`src/hw/rtl/mrs_pkg.sv`:
```
package mrs_pkg;

    // Configuration register indexes.
    typedef logic [3:0] t_cfg_idx;

    localparam t_cfg_idx CFG_MARKER_VALUE  = 4'd0;
    localparam t_cfg_idx CFG_MIN_RUN_BYTES = 4'd1;
    localparam t_cfg_idx CFG_SKIP_A_START  = 4'd2;
    localparam t_cfg_idx CFG_SKIP_A_END    = 4'd3;
    localparam t_cfg_idx CFG_SKIP_B_START  = 4'd4;
    localparam t_cfg_idx CFG_SKIP_B_END    = 4'd5;
    localparam t_cfg_idx CFG_SKIP_C_START  = 4'd6;
    localparam t_cfg_idx CFG_SKIP_C_END    = 4'd7;

    // Register values after reset.
    localparam logic [31:0] RST_MARKER_VALUE  = 32'hA5A5_A5A5;
    localparam logic [32:0] RST_MIN_RUN_BYTES = 33'h0_0000_1000;
    localparam logic [31:0] RST_SKIP_A_START  = 32'h8010_0000;
    localparam logic [32:0] RST_SKIP_A_END    = 33'h0_8020_0000;
    localparam logic [31:0] RST_SKIP_B_START  = 32'h8020_0000;
    localparam logic [32:0] RST_SKIP_B_END    = 33'h0_8030_0000;
    localparam logic [31:0] RST_SKIP_C_START  = 32'h8ECF_D000;
    localparam logic [32:0] RST_SKIP_C_END    = 33'h0_9000_0000;

    // Bytes in one scanned word.
    localparam logic [32:0] WORD_BYTES = 33'd4;

endpackage

```
`src/hw/rtl/marker_run_scanner.sv`:
```
// Marker run scanner.
// Input channel (i_in_valid / o_in_ready) takes one memory word per request:
// its byte address, the value read there and a flag on the last word of the
// scan. Output channel (o_out_valid / i_out_ready) returns a result request
// when a run of marker words long enough to report closes, and always once
// for the last word, with o_scan_done set and o_marker_found telling whether
// any run was reported in the scan.
// An accepted word waits in the input register, and its result is loaded
// into the result register when the stage advances.
// Throughput: one word per cycle unless the receiver stalls; the per-word
// work is three window compares, one value compare and one 32-bit subtract
// with a length compare, all in the single stage between the two registers.
// Reset clears the run state and loads the default marker, minimum length
// and skip windows. Configuration writes (i_cfg_wr_en) take effect at once;
// the user must make them only while the scanner is idle; the block does not enforce this.
// When the receiver stalls, the result register holds and the input register
// stalls behind it; a word is still taken in any cycle where the input
// register is empty or drains.
module marker_run_scanner
    import mrs_pkg::*;
(
    input  logic        i_clk,
    input  logic        i_rst_n,
    // Configuration write port
    input  logic        i_cfg_wr_en,
    input  t_cfg_idx    i_cfg_index,
    input  logic [32:0] i_cfg_data,
    // Word input
    input  logic        i_in_valid,
    output logic        o_in_ready,
    input  logic [31:0] i_word_address,
    input  logic [31:0] i_word_value,
    input  logic        i_final_word,
    // Result output
    output logic        o_out_valid,
    input  logic        i_out_ready,
    output logic        o_range_valid,
    output logic [31:0] o_run_first_address,
    output logic [31:0] o_run_last_address,
    output logic [32:0] o_run_length_bytes,
    output logic        o_scan_done,
    output logic        o_marker_found
);

    // Configuration registers.
    logic [31:0] r_marker_value;
    logic [32:0] r_min_run_bytes;
    logic [31:0] r_skip_a_start;
    logic [32:0] r_skip_a_end;
    logic [31:0] r_skip_b_start;
    logic [32:0] r_skip_b_end;
    logic [31:0] r_skip_c_start;
    logic [32:0] r_skip_c_end;

    // Input register.
    logic        r_in_valid;
    logic [31:0] r_addr;
    logic [31:0] r_value;
    logic        r_last;

    // Run state.
    logic        r_run_open;
    logic [31:0] r_run_start;
    logic [31:0] r_run_end;
    logic        r_any_found;

    // Result register.
    logic        r_out_valid;
    logic        r_range_valid;
    logic [31:0] r_first;
    logic [31:0] r_last_addr;
    logic [32:0] r_length;
    logic        r_done;
    logic        r_found;

    logic        out_free;
    logic        advance;
    logic        in_take;
    logic [32:0] addr_ext;
    logic        skip;
    logic        match;
    logic        eff_open;
    logic [31:0] eff_start;
    logic [31:0] eff_end;
    logic        closing;
    logic [32:0] run_len;
    logic        hit;
    logic        any_next;
    logic        emit;
    logic        n_run_open;
    logic        n_any_found;

    // Handshake: the stage advances when the input register holds a word and the result register can take a value.
    assign out_free   = !r_out_valid || i_out_ready;
    assign advance    = r_in_valid && out_free;
    assign o_in_ready = !r_in_valid || out_free;
    assign in_take    = i_in_valid && o_in_ready;

    // Configuration writes; unused indexes are ignored.
    always_ff @(posedge i_clk) begin
        if (!i_rst_n) begin
            r_marker_value  <= RST_MARKER_VALUE;
            r_min_run_bytes <= RST_MIN_RUN_BYTES;
            r_skip_a_start  <= RST_SKIP_A_START;
            r_skip_a_end    <= RST_SKIP_A_END;
            r_skip_b_start  <= RST_SKIP_B_START;
            r_skip_b_end    <= RST_SKIP_B_END;
            r_skip_c_start  <= RST_SKIP_C_START;
            r_skip_c_end    <= RST_SKIP_C_END;
        end else if (i_cfg_wr_en) begin
            case (i_cfg_index)
                CFG_MARKER_VALUE:  r_marker_value  <= i_cfg_data[31:0];
                CFG_MIN_RUN_BYTES: r_min_run_bytes <= i_cfg_data;
                CFG_SKIP_A_START:  r_skip_a_start  <= i_cfg_data[31:0];
                CFG_SKIP_A_END:    r_skip_a_end    <= i_cfg_data;
                CFG_SKIP_B_START:  r_skip_b_start  <= i_cfg_data[31:0];
                CFG_SKIP_B_END:    r_skip_b_end    <= i_cfg_data;
                CFG_SKIP_C_START:  r_skip_c_start  <= i_cfg_data[31:0];
                CFG_SKIP_C_END:    r_skip_c_end    <= i_cfg_data;
                default: begin
                end
            endcase
        end
    end

    // Input register control.
    always_ff @(posedge i_clk) begin
        if (!i_rst_n) begin
            r_in_valid <= 1'b0;
        end else if (o_in_ready) begin
            r_in_valid <= i_in_valid;
        end
    end

    // Input register payload.
    always_ff @(posedge i_clk) begin
        if (in_take) begin
            r_addr  <= i_word_address;
            r_value <= i_word_value;
            r_last  <= i_final_word;
        end
    end

    // Window and marker tests. An empty or inverted window matches nothing.
    always_comb begin
        addr_ext = {1'b0, r_addr};
        skip = (addr_ext >= {1'b0, r_skip_a_start} && addr_ext < r_skip_a_end) ||
               (addr_ext >= {1'b0, r_skip_b_start} && addr_ext < r_skip_b_end) ||
               (addr_ext >= {1'b0, r_skip_c_start} && addr_ext < r_skip_c_end);
        match = !skip && (r_value == r_marker_value);
    end

    // Run update and close. A matching last word extends the run before the flush.
    always_comb begin
        if (match) begin
            eff_open  = 1'b1;
            eff_start = r_run_open ? r_run_start : r_addr;
            eff_end   = r_addr;
            closing   = r_last;
        end else begin
            eff_open  = r_run_open;
            eff_start = r_run_start;
            eff_end   = r_run_end;
            closing   = 1'b1;
        end
        run_len  = {1'b0, eff_end - eff_start} + WORD_BYTES;
        hit      = closing && eff_open && (run_len >= r_min_run_bytes);
        any_next = r_any_found || hit;
        emit     = hit || r_last;

        if (r_last) begin
            n_run_open  = 1'b0;
            n_any_found = 1'b0;
        end else begin
            n_run_open  = match;
            n_any_found = any_next;
        end
    end

    // Run state control.
    always_ff @(posedge i_clk) begin
        if (!i_rst_n) begin
            r_run_open  <= 1'b0;
            r_any_found <= 1'b0;
            r_run_start <= '0;
            r_run_end   <= '0;
        end else if (advance) begin
            r_run_open  <= n_run_open;
            r_any_found <= n_any_found;
            if (match) begin
                r_run_start <= eff_start;
                r_run_end   <= eff_end;
            end
        end
    end

    // Result register control.
    always_ff @(posedge i_clk) begin
        if (!i_rst_n) begin
            r_out_valid <= 1'b0;
        end else if (out_free) begin
            r_out_valid <= advance && emit;
        end
    end

    // Result register payload; range fields read zero when no run is reported.
    always_ff @(posedge i_clk) begin
        if (advance && emit) begin
            r_range_valid <= hit;
            r_first       <= hit ? eff_start : '0;
            r_last_addr   <= hit ? eff_end : '0;
            r_length      <= hit ? run_len : '0;
            r_done        <= r_last;
            r_found       <= any_next;
        end
    end

    assign o_out_valid         = r_out_valid;
    assign o_range_valid       = r_range_valid;
    assign o_run_first_address = r_first;
    assign o_run_last_address  = r_last_addr;
    assign o_run_length_bytes  = r_length;
    assign o_scan_done         = r_done;
    assign o_marker_found      = r_found;

    // A reported run always sets the found status of the scan.
    a_found_on_range : assert property (@(posedge i_clk) disable iff (!i_rst_n)
        (o_out_valid && o_range_valid) |-> o_marker_found)
        else $error("reported run without found status");

    // A result with no run is only ever the end-of-scan result.
    a_result_reason : assert property (@(posedge i_clk) disable iff (!i_rst_n)
        (o_out_valid && !o_range_valid) |-> (o_scan_done && o_run_length_bytes == '0))
        else $error("result without run or scan end");

    // The reported length matches the reported addresses.
    a_length_match : assert property (@(posedge i_clk) disable iff (!i_rst_n)
        (o_out_valid && o_range_valid) |->
        (o_run_length_bytes ==
         {1'b0, o_run_last_address - o_run_first_address} + WORD_BYTES))
        else $error("run length does not match run addresses");

    // After a scan-end word passes the stage, the run state is cleared.
    a_scan_clear : assert property (@(posedge i_clk) disable iff (!i_rst_n)
        (advance && r_last) |=> (!r_run_open && !r_any_found))
        else $error("run state not cleared at end of scan");

endmodule

```
`config.mk`:
```
export PLATFORM = sky130hd
export DESIGN_NAME = marker_run_scanner
export DESIGN_NICKNAME = d
export VERILOG_FILES = /design/src/hw/rtl/mrs_pkg.sv /design/src/hw/rtl/marker_run_scanner.sv
export SDC_FILE = /design/constraint.sdc
export NUM_CORES = 1
export LEC_CHECK = 0
export ABC_AREA = 0
export ABC_CLOCK_PERIOD_IN_PS = 18000
export BUFFER_PORTS_ARGS = -buffer_cell sky130_fd_sc_hd__buf_2
export CORE_AREA = 4 4 280 255
export CTS_BUF_LIST = sky130_fd_sc_hd__clkbuf_2 sky130_fd_sc_hd__clkbuf_4 sky130_fd_sc_hd__clkbuf_8
export CTS_CLUSTER_DIAMETER = 50
export DETAILED_ROUTE_END_ITERATION = 16
export DIE_AREA = 0 0 284 259
export HOLD_SLACK_MARGIN = 0.15
export PLACE_DENSITY = 0.66
export REMOVE_ABC_BUFFERS = 1
export SETUP_SLACK_MARGIN = 0.1
export SLEW_MARGIN = 15
export SYNTH_ARGS = -nofsm -noshare
export SYNTH_HDL_FRONTEND = slang
export SYNTH_SLANG_ARGS = --single-unit
```
`constraint.sdc`:
```
create_clock -name i_clk -period 18 [get_ports i_clk]
set_input_delay 0.9 -clock i_clk [delete_from_list [all_inputs] [get_ports i_clk]]
set_output_delay 0.9 -clock i_clk [all_outputs]
set_load 0.01 [all_outputs]
```
* Yosys cells after proc, flatten, opt, wreduce, memory -nomap -nowiden
Cells that the tools add are included.
** Storage, ports and cells
- Flip-flop bits (word level) :: 493
- Input port bits :: 107
- Output and inout bits :: 102
** Cells by class
- Add/subtract/negate cells :: 2
- Order comparisons :: 7
- Equality and inequality tests :: 8
- Multiplexer cells :: 7
- Reduce and logical (&&, ||, !) cells :: 28
** Operator list (count)
- 32-bit by 33-bit < comparator with 1-bit output :: 3
- 32-bit greater-or-equal comparator :: 3
- 32-bit 2-to-1 mux :: 3
- 32-bit by 3-bit adder with 33-bit output, second input constant :: 1
- 33-bit greater-or-equal comparator :: 1
- 32-bit equality test :: 1
- 32-bit subtractor :: 1
- 2-bit AND reduction :: 9
- 4-bit by 3-bit equality test with 1-bit output, second input constant :: 4
- 1-bit logical AND :: 9
- 4-bit by 2-bit equality test with 1-bit output, second input constant :: 2
- 1-bit logical OR :: 6
- 4-bit by 1-bit equality test with 1-bit output, second input constant :: 1
- 4-bit zero test :: 1
- 1-bit 2-to-1 mux :: 4
- 1-bit zero test :: 3

* Depth between registers and ports, before layout
- Depth after elaboration :: 13
- Depth in mapped cells :: 36
- Mapped depth without buffers :: 33

* Least setup slack after synthesis
Ideal clock, no wire load.
- Path type :: reg2reg
- Start :: register r_addr[31]
- End :: register r_found, in the netlist o_marker_found, enable pin
- Setup time :: 0.470 ns
- Data arrival time :: 9.580 ns
- Data required time :: 17.530 ns
- Path slack :: 7.949 ns
- Cell stages (with the launch flop) :: 28
- Buffers on the path :: 2
- Path through :: edfxtp_1 ha_1 nand4_1 or4_1 nor4_1 a311oi_1 o211ai_1 nand2_1 nor3_1 buf_2 mux2i_1 ha_1 buf_2 a211oi_1 nor2_1 or2_2 a2111oi_0 xor2_1 a211oi_1 nand4_1 nor4_2 xor2_1 ha_1 nand2_1 or3_1 o311a_1 o21ai_0 and2_1
** On the way
- Cells in the longest elaborated chain, start to end :: 13
** RTL lines
- start: declaration :: RTL line marker_run_scanner.sv:57 : logic [31:0] r_addr;
- start signal: assignment :: RTL line marker_run_scanner.sv:138 : r_addr <= i_word_address;
- 32-bit by 33-bit < comparator with 1-bit output (tied with other cells) :: RTL line marker_run_scanner.sv:147 : skip = (addr_ext >= {1'b0, r_skip_a_start} && addr_ext < r_skip_a_end) ||
- 1-bit logical AND (on tied branches) :: RTL line marker_run_scanner.sv:147, marker_run_scanner.sv:148
- 1-bit logical OR :: RTL line marker_run_scanner.sv:147
- 1-bit logical OR (*) :: RTL line marker_run_scanner.sv:148 : (addr_ext >= {1'b0, r_skip_b_start} && addr_ext < r_skip_b_end) ||
- 1-bit zero test (*) :: RTL line marker_run_scanner.sv:150 : match = !skip && (r_value == r_marker_value);
- 1-bit logical AND (*) :: RTL line marker_run_scanner.sv:150
- 32-bit 2-to-1 mux :: RTL line marker_run_scanner.sv:155 : if (match) begin
- 32-bit subtractor (*) :: RTL line marker_run_scanner.sv:166 : run_len = {1'b0, eff_end - eff_start} + WORD_BYTES;
- 32-bit by 3-bit adder with 33-bit output (*) :: RTL line marker_run_scanner.sv:166
- named net run_len[30] :: RTL line marker_run_scanner.sv:86 : logic [32:0] run_len;
- 33-bit greater-or-equal comparator (*) :: RTL line marker_run_scanner.sv:167 : hit = closing && eff_open && (run_len >= r_min_run_bytes);
- 1-bit logical AND (*) :: RTL line marker_run_scanner.sv:167
- 1-bit logical OR (*) :: RTL line marker_run_scanner.sv:169 : emit = hit || r_last;
- 1-bit logical AND (*) :: RTL line marker_run_scanner.sv:208 : if (advance && emit) begin
- end signal: assignment :: RTL line marker_run_scanner.sv:214 : r_found <= any_next;
- end: declaration :: RTL line marker_run_scanner.sv:74 : logic r_found;
Mark *: on every way through the listed nets, which the timed path passes. The rest lies on a longest branch.
A chain may end at the register's enable or synchronous reset.

* Final worst setup path
- Start :: register r_addr[20]
- End :: register r_length[5], in the netlist o_run_length_bytes[5], enable pin
** On the way
- Cells in the longest elaborated chain, start to end :: 13
** RTL lines
- 32-bit by 33-bit < comparator with 1-bit output (tied with other cells) :: RTL line marker_run_scanner.sv:147
- 1-bit logical AND (on tied branches) :: RTL line marker_run_scanner.sv:147, marker_run_scanner.sv:148
- 1-bit logical OR :: RTL line marker_run_scanner.sv:147
- 1-bit logical OR :: RTL line marker_run_scanner.sv:148
- 1-bit zero test :: RTL line marker_run_scanner.sv:150
- 1-bit logical AND :: RTL line marker_run_scanner.sv:150
- 32-bit 2-to-1 mux :: RTL line marker_run_scanner.sv:155
- 32-bit subtractor (*) :: RTL line marker_run_scanner.sv:166
- 32-bit by 3-bit adder with 33-bit output (*) :: RTL line marker_run_scanner.sv:166
- named net run_len[24] :: RTL line marker_run_scanner.sv:86
- 33-bit greater-or-equal comparator (*) :: RTL line marker_run_scanner.sv:167
- 1-bit logical AND (*) :: RTL line marker_run_scanner.sv:167
- 1-bit logical OR (*) :: RTL line marker_run_scanner.sv:169
- 1-bit logical AND (*) :: RTL line marker_run_scanner.sv:208
- end signal: assignment :: RTL line marker_run_scanner.sv:212 : r_length <= hit ? run_len : '0;
- end: declaration :: RTL line marker_run_scanner.sv:72 : logic [32:0] r_length;
Marked as above.

==> results.toml <==
[hold_path]
hp-start = "i_word_address[0]"
hp-class = "input port to flip-flop"

[placed_design]
gp_congestion = 0.923
post-dp-hpwl_um = 57000
io_buffer_count = 208

[logic_synthesis]
yosys_warnings = 0
ys_seq_elements = 493
ys_types = 88
synth_edf_count = 165
syn_area_um2 = 27200
syn_area_per_cell_um2 = 8.90
async_reset_ff_frac = 0
synth_cells = 3054
synth_flop_cell = "dfxtp_1"
yosysSeqAreaShare = 0.424

[routing]
drt_iter0_drc = 1581
antenna_left = 0
num_vias = 21635
wl_per_cell_um = 19.1
via_per_inst = 5.18
detail_route.first_pass.iterations = 5
drcViolationCount = 0
wl_um = 79600

[floorplanning]
rows = 91
io_pins = 209
die_area_um2 = 73600
die_y_um = 259
start_util = 0.399
die_x_um = 284
core_area_um2 = 68200

[clock_tree]
clockBufferDepth = 3
path_clk_slew_ps = 60
cts_inserted_buffers = 90
hold_buffers = 0
cts_resized = 0
cts-root-buf = "clkbuf_8"
worstSkewPairLatency_ps = 700
cts_sinks = 493
post_cts_buffers = 0
cts_tree = "built"
htree_levels = 3

[finish]
regArea_um2 = 11500
multiInputGateArea_um2 = 14000
layout-drive-gt1-share = 0.138
area_growth_pct = 13.2
fillCellCount = 6600
finalNetCount = 3576

[grt]
grt_pass1_wl_um = 122000
grt_max_degree = 117
grt_remaining_overflow = 0
grt_antenna_before_repair = 3
grtUsageTotal = 0.211
grt_pass1_vias = 20541

[sta]
clock_skew_ps = 43.0
clock.fmax_ghz = 0.0888
hold_violations = 0
fin_tns_setup_ps = 0
fin_crit_sh = 0.626
finalMaxSlewViolations = 0
finalCriticalPeriod_ps = 11260
whs_ps = 383
setup-violations-final = 0
rsz0062_at_grt = "false"
relSlewSlack = 0.208
tightest_slew_ps = 1160

[run]
max_cap_violations = 0

[power]
p_leak_nw = 12.0
ir_drop_uv = 48.6
p_per_area_nw_per_um2 = 81.2

[critical_path]
worstSetupPathType = "flip-flop to flip-flop"
worst_setup_path_start_kind = "flip-flop"
reg2reg_slack_ps = 6740
worst-path-max-fanout = 67
critPathRequiredTime_ps = 18310
slowest_stage = "a2111oi_0"
cp-end-kind = "flip-flop"
rr_startpoint = "r_addr[20]$_DFFE_PP_"
startpoint = "r_addr[20]$_DFFE_PP_"
slowest_delay_ps = 1030
arrival_ps = 11570

[status]
status = "completed"
==> synth_stat cells, types with 18 or more instances <==
library cell / number / area, um^2
clkbuf_1: 112 / 420
buf_2: 20 / 100
o211ai_1: 33 / 248
and2_1: 60 / 375
a21oi_1: 116 / 581
xnor2_1: 29 / 254
dfxtp_1: 328 / 6570
nor3_1: 31 / 155
xor2_1: 47 / 412
nand3_1: 53 / 265
mux2_2: 25 / 282
nand2_1: 706 / 2650
inv_1: 242 / 908
a21boi_0: 271 / 2030
mux2i_1: 42 / 420
nand4_1: 45 / 282
ha_1: 254 / 3180
edfxtp_1: 165 / 4950
nor2_1: 112 / 420
o21ai_0: 68 / 340
buf_4: 28 / 210
a21o_1: 28 / 210
nor4_1: 18 / 113
==> critical path, delay by kind of cell (launching register included) <==
family	cells	cell delay (ps)
and+or+nand+nor	11	3720
DFF	1	620
xor gates and xnor gates	2	380
buffers and inverters	2	1310
adders and majority gates	3	1010
AOI/OAI and AO/OA	11	3350
muxes	1	360
==> final timing paths <==
check,endpoint,depth (start not counted)
setup / recovery,o_run_length_bytes[5]$_SDFFCE_PN0P_,30
hold / removal,r_addr[0]$_DFFE_PP_,1
setup reg to reg,o_run_length_bytes[5]$_SDFFCE_PN0P_,30
hold reg to reg,r_run_start[27]$_SDFFE_PN0P_,2
==> cell families after synthesis <==
logic type,count (synthesis),synth area share
AOI/OAI and AO/OA,640,0.165
xor gates and xnor gates,76,0.0245
adders and majority gates,255,0.118
buffers and inverters,408,0.0613
DFF,493,0.424
muxes,67,0.0258
and+or+nand+nor,1115,0.182
==> routing by layer <==
metal	share of wire	GRT usage	up-vias
met3	0.056	0.0356	126
met5	0	0	-
met4	0.025	0.0588	0
li1	-	-	10810
met2	0.45	0.338	578
met1	0.47	0.295	10121
==> power by group <==
group	switching (mW)	total [mW]	internal [mW]
registers	0.0239	1.19	1.17
clock network	0.497	1.15	0.656
logic	0.0950	0.153	0.0581
==> sequential cells by signal, summed over array words and instances, names as in the netlist, 33 cells and up <==
signal	cells
o_run_length_bytes	33
r_min_run_bytes	33
r_skip_a_end	33
r_skip_b_end	33
r_skip_c_end	33
==> metrics by stage <==
stage	std cells	total power, mW	setup WS [ps]	cell area, um^2	util
6_report	4175	2.50	6740	30800	0.451
2_1_floorplan	2889	1.29	5170	26400	-
4_1_cts	4174	2.53	6990	30800	0.451
5_1_grt	4174	2.60	6040	30800	0.451
3_5_place_dp	4005	1.37	7000	28800	0.423
3_3_place_gp	4005	1.37	7200	28800	0.423
==> cell usage in the layout, fill, tap and decap left out, drive strengths merged, types with 42 or more instances in the layout <==
master | Yosys | routed
a21boi | 278 | 278
a21oi | 118 | 118
and2 | 61 | 61
buf | 49 | 232
clkbuf | 116 | 138
dfxtp | 328 | 328
edfxtp | 165 | 165
ha | 254 | 254
inv | 242 | 248
mux2i | 42 | 42
nand2 | 706 | 706
nand3 | 53 | 53
nand4 | 46 | 46
nor2 | 112 | 112
o21ai | 69 | 69
xor2 | 47 | 47
==> final cells by class <==
type | instances | area share
inverters | 243 | 0.0296
repair buffers | 233 | 0.0402
clock buffers | 137 | 0.0529
diodes | 1 | 0.0000813
well taps | 883 | 0.0359
clock inverters | 32 | 0.0102
flip-flops and latches | 493 | 0.374
multi-input cells | 2153 | 0.457
(Power assumes the default switching activity.)
